`src/sv/q4dp_pkg.sv`:
```
// Shared types, constants and helpers for the int4 block dot product.
// No dependencies; every other file in sv/ imports this package.
`timescale 1ns / 1ps
`default_nettype none

package q4dp_pkg;

  // Fixed-point formats
  localparam int SCALE_FRAC_BITS = 12;
  localparam int SUM_FRAC_BITS   = 24;
  localparam int TERM_SHIFT      = SUM_FRAC_BITS - 2 * SCALE_FRAC_BITS;
  localparam int TERM_SHL        = (TERM_SHIFT > 0) ? TERM_SHIFT : 0;
  localparam int TERM_SHR        = (TERM_SHIFT < 0) ? -TERM_SHIFT : 0;

  // Block geometry
  localparam int NIB_W          = 4;
  localparam int WORD_W         = 64;
  localparam int NUM_ELEMS      = 2 * WORD_W / NIB_W;          // 32 values per block
  localparam int NUM_LANES      = 8;
  localparam int ELEMS_PER_LANE = NUM_ELEMS / NUM_LANES;       // 4
  localparam int LANE_IN_W      = ELEMS_PER_LANE * NIB_W;      // 16

  // Datapath widths
  localparam int SCALE_W    = 16;
  localparam int PROD_W     = 8;   // (-8..7)^2 products: -56..64
  localparam int LANE_SUM_W = 10;  // four products: -224..256
  localparam int DOT_W      = 13;  // 32 products: -1792..2048
  localparam int SP_W       = 2 * SCALE_W;
  localparam int RAW_W      = SP_W + DOT_W;
  localparam int ACC_W      = 64;

  localparam logic signed [ACC_W-1:0] ACC_MAX = {1'b0, {(ACC_W-1){1'b1}}};
  localparam logic signed [ACC_W-1:0] ACC_MIN = {1'b1, {(ACC_W-1){1'b0}}};

  typedef logic signed [LANE_SUM_W-1:0] lane_sum_t;
  typedef lane_sum_t [NUM_LANES-1:0]    lane_sum_vec_t;

  // Input transaction
  typedef struct packed {
    logic signed [SCALE_W-1:0] x_scale;
    logic signed [SCALE_W-1:0] y_scale;
    logic [WORD_W-1:0]         x_nibbles_lo;
    logic [WORD_W-1:0]         x_nibbles_hi;
    logic [WORD_W-1:0]         y_nibbles_lo;
    logic [WORD_W-1:0]         y_nibbles_hi;
    logic                      last_block;
  } in_item_t;

  // Result transaction
  typedef struct packed {
    logic signed [ACC_W-1:0] dot_sum;
    logic                    saturated;
  } out_item_t;

  // Per-stage control carried alongside the datapath
  typedef struct packed {
    logic vld;
    logic last;
  } stg_ctrl_t;

  // Bring a raw term (2*SCALE_FRAC_BITS fraction bits) to SUM_FRAC_BITS.
  // Arithmetic right shift rounds toward minus infinity.
  function automatic logic signed [ACC_W-1:0] align_term(input logic signed [RAW_W-1:0] raw);
    logic signed [ACC_W-1:0] ext;
    ext = ACC_W'(raw);
    return (ext <<< TERM_SHL) >>> TERM_SHR;
  endfunction

endpackage

`default_nettype wire

```
`src/sv/q4dp_lane.sv`:
```
// One lane: products of four offset nibble pairs, summed and registered.
// Depends on q4dp_pkg.
`timescale 1ns / 1ps
`default_nettype none

module q4dp_lane
  import q4dp_pkg::*;
(
  input  wire logic                 clk,
  input  wire logic                 adv,
  input  wire logic [LANE_IN_W-1:0] x_nibs,
  input  wire logic [LANE_IN_W-1:0] y_nibs,
  output lane_sum_t                 lane_sum_r
);

  lane_sum_t lane_sum_nxt;

  // Nibble minus 8 is the nibble with its top bit flipped, read as signed
  always_comb begin
    logic signed [NIB_W-1:0]  xv;
    logic signed [NIB_W-1:0]  yv;
    logic signed [PROD_W-1:0] prod;
    lane_sum_nxt = '0;
    for (int i = 0; i < ELEMS_PER_LANE; i++) begin
      xv   = {~x_nibs[i*NIB_W + NIB_W-1], x_nibs[i*NIB_W +: NIB_W-1]};
      yv   = {~y_nibs[i*NIB_W + NIB_W-1], y_nibs[i*NIB_W +: NIB_W-1]};
      prod = PROD_W'(xv) * PROD_W'(yv);
      lane_sum_nxt = lane_sum_nxt + LANE_SUM_W'(prod);
    end
  end

  always_ff @(posedge clk) begin
    if (adv) begin
      lane_sum_r <= lane_sum_nxt;
    end
  end

endmodule

`default_nettype wire

```
`src/sv/q4dp_merge.sv`:
```
// Merge stage: sums the lane results, applies both scales, aligns the term.
// Depends on q4dp_pkg; fed by the q4dp_lane instances.
`timescale 1ns / 1ps
`default_nettype none

module q4dp_merge
  import q4dp_pkg::*;
(
  input  wire logic                        clk,
  input  wire logic                        adv,
  input  wire logic signed [SCALE_W-1:0]   x_scale,
  input  wire logic signed [SCALE_W-1:0]   y_scale,
  input  wire lane_sum_vec_t               lane_sums,
  output logic signed [ACC_W-1:0]          term_r
);

  logic signed [SP_W-1:0]  sp1_r;
  logic signed [SP_W-1:0]  sp2_r;
  logic signed [DOT_W-1:0] dot2_r;
  logic signed [DOT_W-1:0] dot_nxt;
  logic signed [RAW_W-1:0] raw;

  // Lane merge
  always_comb begin
    dot_nxt = '0;
    for (int l = 0; l < NUM_LANES; l++) begin
      dot_nxt = dot_nxt + DOT_W'(signed'(lane_sums[l]));
    end
  end

  assign raw = RAW_W'(sp2_r) * RAW_W'(dot2_r);

  // Stage 1 scale product, stage 2 dot and scale, stage 3 aligned term
  always_ff @(posedge clk) begin
    if (adv) begin
      sp1_r  <= SP_W'(x_scale) * SP_W'(y_scale);
      sp2_r  <= sp1_r;
      dot2_r <= dot_nxt;
      term_r <= align_term(raw);
    end
  end

endmodule

`default_nettype wire

```
`src/sv/q4dp_accum.sv`:
```
// Saturating 64-bit accumulator and result register.
// Depends on q4dp_pkg; term comes from q4dp_merge.
`timescale 1ns / 1ps
`default_nettype none

module q4dp_accum
  import q4dp_pkg::*;
(
  input  wire logic                    clk,
  input  wire logic                    rst_n,
  input  wire logic                    adv,
  input  wire stg_ctrl_t               s3,
  input  wire logic signed [ACC_W-1:0] term,
  input  wire logic                    out_stall,
  output logic                         out_valid,
  output out_item_t                    out_data
);

  logic signed [ACC_W-1:0] acc_r, acc_nxt;
  logic                    ovf_r, ovf_nxt;
  logic                    out_valid_r, out_valid_nxt;
  out_item_t               out_data_r;
  logic signed [ACC_W:0]   wide;
  logic                    ovf_now;
  logic signed [ACC_W-1:0] sat_val;
  logic                    take;
  logic                    emit;

  // Add with one guard bit; clamp on sign disagreement
  assign wide    = {acc_r[ACC_W-1], acc_r} + {term[ACC_W-1], term};
  assign ovf_now = wide[ACC_W] ^ wide[ACC_W-1];
  assign sat_val = ovf_now ? (wide[ACC_W] ? ACC_MIN : ACC_MAX) : wide[ACC_W-1:0];
  assign take    = s3.vld && adv;
  assign emit    = take && s3.last;

  always_comb begin
    acc_nxt = acc_r;
    ovf_nxt = ovf_r;
    if (take) begin
      if (s3.last) begin
        acc_nxt = '0;
        ovf_nxt = 1'b0;
      end else begin
        acc_nxt = sat_val;
        ovf_nxt = ovf_r | ovf_now;
      end
    end
  end

  // Result register; adv guarantees it is free when a last item lands
  always_comb begin
    out_valid_nxt = out_valid_r;
    if (out_valid_r && !out_stall) begin
      out_valid_nxt = 1'b0;
    end
    if (emit) begin
      out_valid_nxt = 1'b1;
    end
  end

  always_ff @(posedge clk) begin
    if (!rst_n) begin
      acc_r       <= '0;
      ovf_r       <= 1'b0;
      out_valid_r <= 1'b0;
    end else begin
      acc_r       <= acc_nxt;
      ovf_r       <= ovf_nxt;
      out_valid_r <= out_valid_nxt;
    end
  end

  always_ff @(posedge clk) begin
    if (emit) begin
      out_data_r.dot_sum   <= sat_val;
      out_data_r.saturated <= ovf_r | ovf_now;
    end
  end

  assign out_valid = out_valid_r;
  assign out_data  = out_data_r;

  // Closing a vector leaves a clean accumulator
  a_clear_after_last: assert property (@(posedge clk) disable iff (!rst_n)
    emit |=> (acc_r == '0) && !ovf_r)
    else $error("accumulator not cleared after last block");

  // A result only appears after a last block was accumulated
  a_result_source: assert property (@(posedge clk) disable iff (!rst_n)
    $rose(out_valid_r) |-> $past(emit))
    else $error("result raised without a last block");

  // A clamped addition pins the sum at a rail and sets the sticky flag
  a_clamp_rail: assert property (@(posedge clk) disable iff (!rst_n)
    (take && !s3.last && ovf_now) |=> ((acc_r == ACC_MAX) || (acc_r == ACC_MIN)) && ovf_r)
    else $error("saturation did not clamp");

  // A last block never overwrites a pending result
  a_no_overwrite: assert property (@(posedge clk) disable iff (!rst_n)
    emit |-> !(out_valid_r && out_stall))
    else $error("pending result overwritten");

endmodule

`default_nettype wire

```
`src/sv/block_int4_scaled_dot_product.sv`:
```
// Top level of the int4 block scaled dot product: lanes, merge, accumulator.
// Depends on q4dp_pkg, q4dp_lane, q4dp_merge and q4dp_accum.
//
//   channel  direction  handshake             payload
//   in_      input      in_valid / in_stall   in_item_t  (scales, nibbles, last flag)
//   out_     output     out_valid / out_stall out_item_t (dot_sum, saturated)
//
// One block pair is taken per cycle while in_stall is low; the four-stage
// pipeline (lanes, merge, scale multiply, accumulate) puts a vector's result
// in the output register when its last block pair reaches the accumulate stage.
// in_stall rises only while a last block waits at the accumulator and the
// output register still holds an untaken result; the whole pipeline holds.
// Synchronous active-low reset clears the accumulator, flags and valid bits.
`timescale 1ns / 1ps
`default_nettype none

module block_int4_scaled_dot_product
  import q4dp_pkg::*;
(
  input  wire logic      clk,
  input  wire logic      rst_n,
  input  wire logic      in_valid,
  output logic           in_stall,
  input  wire in_item_t  in_data,
  output logic           out_valid,
  input  wire logic      out_stall,
  output out_item_t      out_data
);

  logic                    adv;
  stg_ctrl_t               s1_r, s2_r, s3_r;
  stg_ctrl_t               s1_nxt;
  logic [2*WORD_W-1:0]     x_all;
  logic [2*WORD_W-1:0]     y_all;
  lane_sum_vec_t           lane_sums;
  logic signed [ACC_W-1:0] term;

  // Global pipeline enable
  assign adv      = !(s3_r.vld && s3_r.last && out_valid && out_stall);
  assign in_stall = !adv;

  assign x_all = {in_data.x_nibbles_hi, in_data.x_nibbles_lo};
  assign y_all = {in_data.y_nibbles_hi, in_data.y_nibbles_lo};

  // Control pipeline
  assign s1_nxt.vld  = in_valid;
  assign s1_nxt.last = in_data.last_block;

  always_ff @(posedge clk) begin
    if (!rst_n) begin
      s1_r <= '0;
      s2_r <= '0;
      s3_r <= '0;
    end else if (adv) begin
      s1_r <= s1_nxt;
      s2_r <= s1_r;
      s3_r <= s2_r;
    end
  end

  // Lanes
  for (genvar l = 0; l < NUM_LANES; l++) begin : g_lane
    q4dp_lane u_lane (
      .clk        (clk),
      .adv        (adv),
      .x_nibs     (x_all[l*LANE_IN_W +: LANE_IN_W]),
      .y_nibs     (y_all[l*LANE_IN_W +: LANE_IN_W]),
      .lane_sum_r (lane_sums[l])
    );
  end

  q4dp_merge u_merge (
    .clk       (clk),
    .adv       (adv),
    .x_scale   (in_data.x_scale),
    .y_scale   (in_data.y_scale),
    .lane_sums (lane_sums),
    .term_r    (term)
  );

  q4dp_accum u_accum (
    .clk       (clk),
    .rst_n     (rst_n),
    .adv       (adv),
    .s3        (s3_r),
    .term      (term),
    .out_stall (out_stall),
    .out_valid (out_valid),
    .out_data  (out_data)
  );

endmodule

`default_nettype wire
```
`config.mk`:
```
export PLATFORM = sky130hd
export DESIGN_NAME = block_int4_scaled_dot_product
export DESIGN_NICKNAME = d
export VERILOG_FILES = /design/src/sv/q4dp_pkg.sv /design/src/sv/q4dp_lane.sv /design/src/sv/q4dp_merge.sv /design/src/sv/q4dp_accum.sv /design/src/sv/block_int4_scaled_dot_product.sv
export SDC_FILE = /design/constraint.sdc
export NUM_CORES = 2
export LEC_CHECK = 0
export BUFFER_PORTS_ARGS = -buffer_cell sky130_fd_sc_hd__buf_2
export CORE_UTILIZATION = 30
export CTS_CLUSTER_DIAMETER = 80
export DETAILED_ROUTE_END_ITERATION = 10
export PLACE_DENSITY_LB_ADDON = 0.25
export REMOVE_ABC_BUFFERS = 1
export SLEW_MARGIN = 20
export SYNTH_ARGS = -nofsm -noshare
export SYNTH_HDL_FRONTEND = slang
export SYNTH_SLANG_ARGS = --single-unit
```
`constraint.sdc`:
```
create_clock -name clk -period 10.4 [get_ports clk]
set_input_delay 1.04 -clock clk [delete_from_list [all_inputs] [get_ports clk]]
set_output_delay 1.04 -clock clk [all_outputs]
set_load 0.05 [all_outputs]
```
==> summary.txt <==
Setup Skew: 0.02006 ns
Final GP Congestion: 0.8799
Initial Util: 0.3030
DP Worst Slack: 3.153 ns
Levels on crit path: 21
Average cell area after synthesis: 9.822 um2
Worst Path Max Fanout: 32
CP Launch Type: flop
Fin crit share: 0.6941
CTS tree: yes
Area growth, synth to finish: 9.468%
Post-CTS Setup Bufs: 0
Max-cap violations: 0
Outcome: completed
Final Slew Violations: 0
Slowest cell on the critical path: edfxtp_1
Most frequent cells in the layout: 1,552 x inv_1, 1,346 x fa_1, 635 x nand2_1
Die Y: 468.3 um
Hold Path Origin: u_merge.sp1_r[11]
Crit path max-delay family: adder cells
Final core area utilization: 0.3317
Post-CTS sizing: 0
Synth Register Bits: 339
Final setup fails: 0
CTS clock-pin slew for the worst setup and hold paths: 0.06 ns
Total CTS buffers: 42
CTS root buf: clkbuf_16
Port bufs: 359
Global-route wire length before repair: 267,800 um
H-tree depth: 2
Rows: 170
Routed vias: 43,800
Die area: 219,300 um2
EDFF count, synth: 267
Count of cell types in the netlist: 78
Clock tree buffer depth: 3
Kind of critical path: flop to flop
Area leader, netlist: fa_1
Initial antenna violation count: 44
CP Data Required Time: 10.70 ns
Most common cell after layout, fill and taps aside: inv_1
Hold Vio Cnt, Final: 0
Worst-path cell chain: and2_1, fa_1, inv_1, fa_1, inv_1, fa_1, inv_1, fa_1, inv_1, fa_1, ha_1, ha_1, inv_1, o21a_1, o31ai_1, a21o_1, a221o_1, o41ai_2, o31ai_1, mux2i_1, o2111ai_1
Least-Margin Pin Slew: 1.091 ns
DR WL/cell: 16.98 um
Vias in the first global route: 48,490
RSZ-0062 raised after global routing: false
Top-area cell type share of the netlist area: 0.4131
FFs w/ async S/R, synth: 0
Largest net degree at the start of global routing: 158
DR iter-0 viols: 2,109
Final nets: 9,031
Worst hold slack: 0.4213 ns
Post-DRT Antenna Nets: 0
HP Class: flop to flop
Fmax: 138.5 MHz
Drt total wl: 165,900 um
Hold_buf cts: 0
CTS Sinks: 339
Clock Latency Late Sink: 0.58 ns
Share of cells above drive strength 1: 0.08007
Final WS setup: 3.181 ns
Ys flop type: edfxtp_1
Cell area after layout: 71,400 um2
GRT overflow: 0
Tmin final: 7.219 ns
Buf/Inv on CP: 5
Vias/cell: 4.482
1st-pass router iterations: 5
Number of fill cells: 22,300
YS warnings: 0
I/O pin cnt: 360
Critical Path Start: u_merge.dot2_r[1]
Detailed-route DRC error count: 0
Die W: 468.3 um
Register area share after synthesis: 0.1450
Post-Synthesis Cells: 6,641
Area of the core: 215,300 um2
Reg2reg path depth: 21
Mapped cell area: 65,230 um2
Placed Area: 69,980 um2
Setup crit end kind: flop
CP Data Arrival Time: 7.52 ns
Max incr delay on CP: 0.82 ns
Worst relative slew slack: 0.2729
Hold path cells: 0
Synth area leaders: fa_1 41%, edfxtp_1 12%, ha_1 9.7%
Global Route Usage Sum: 0.1551
Final HPWL DP: 141,900 um
RR Startpoint: u_merge.dot2_r[1]
-- flip-flops by register name (all words and copies together), names as in the netlist, 2 cells and up --
| name | cells |
|---|---|
| g_lane.u_lane.lane_sum_r | 80 |
| u_merge.term_r | 45 |
| s3_r | 2 |
| u_merge.dot2_r | 13 |
| u_merge.sp1_r | 32 |
| s1_r | 2 |
| s2_r | 2 |
| u_accum.out_data | 65 |
| u_accum.acc_r | 64 |
| u_merge.sp2_r | 32 |
-- synth_stat cells, types with 5 or more instances --
| master | count |
|---|---|
| o31ai_1 | 6 |
| a21o_1 | 88 |
| mux2_2 | 8 |
| nor2_1 | 244 |
| o21a_1 | 21 |
| or2_2 | 40 |
| edfxtp_1 | 267 |
| and3_1 | 11 |
| a21boi_0 | 16 |
| dfxtp_1 | 72 |
| o21ai_1 | 20 |
| nand2_1 | 635 |
| nand3_1 | 23 |
| xor2_1 | 70 |
| nand4_1 | 26 |
| a21oi_1 | 204 |
| o21bai_1 | 45 |
| clkbuf_1 | 149 |
| nor4_1 | 5 |
| xnor2_1 | 257 |
| a211oi_1 | 6 |
| nor3_1 | 45 |
| inv_1 | 1553 |
| ha_1 | 504 |
| nor2b_1 | 115 |
| fa_1 | 1346 |
| a211o_1 | 6 |
| or3_1 | 9 |
| and2_1 | 477 |
| o211ai_2 | 39 |
| buf_2 | 16 |
| o21ai_0 | 152 |
| o211ai_1 | 12 |
| nand2b_1 | 54 |
| a31oi_1 | 17 |
-- per-layer routing --
metal,vias up,share of wire,GRT usage
li1,20620,-,-
met1,22170,0.46,0.2101
met2,811,0.47,0.2626
met3,155,0.052,0.02688
met4,42,0.012,0.02255
met5,-,0.0016,0
-- layout make-up --
class | count | area [um2] | share of cell area
multi-input cells | 4573 | 49180 | 0.6888
clock inverters | 26 | 280.3 | 0.003925
clock buffers | 49 | 1109 | 0.01553
inverters | 1554 | 5833 | 0.08169
well taps | 2838 | 3551 | 0.04973
flip-flops and latches | 339 | 9459 | 0.1325
repair buffers | 378 | 1952 | 0.02734
diodes | 15 | 37.54 | 0.0005257
-- worst reg2reg max path, stage by stage, from the launching register on --
cell and delay (ns):
edfxtp_1 0.82, and2_1 0.36, fa_1 0.53, inv_1 0.05, fa_1 0.47, inv_1 0.06, fa_1 0.50, inv_1 0.05
fa_1 0.52, inv_1 0.05, fa_1 0.43, ha_1 0.29, ha_1 0.34, inv_1 0.08, o21a_1 0.20, o31ai_1 0.45
a21o_1 0.30, a221o_1 0.26, o41ai_2 0.13, o31ai_1 0.63, mux2i_1 0.26, o2111ai_1 0.15
-- logic make-up (layout without fill, tap and decap cells) --
logic type,after synthesis,count (layout),synth area share
AOI/OAI and AO/OA,684,684,0.06934
xor gates and xnor gates,327,327,0.04391
adders and majority gates,1850,1850,0.5098
buffers and inverters,1729,2007,0.1011
DFF,339,339,0.1450
muxes,10,10,0.001688
other,0,15,0
and+or+nand+nor,1702,1702,0.1292
-- path summary, 6_finish.rpt --
| kind | slack, ns | to |
|---|---|---|
| worst max-delay path | 3.18 | u_merge.term_r[42] |
| worst max register to register | 3.18 | u_merge.term_r[42] |
| worst min register to register | 0.42 | u_merge.sp2_r[11] |
| worst min-delay path | 0.42 | u_merge.sp2_r[11] |
-- per-stage QoR --
stage                     setup TNS (ns)  instances
after detailed placement               0       9682
after CTS                              0       9757
after floorplan                  -0.8920       6466
after global routing                   0       9765
after global placement                 0       9682
final                                  0       9772
Power is left out: the tool's default activity adds up to more than one toggle a clock period on the data nets, which glitch-free logic cannot reach.
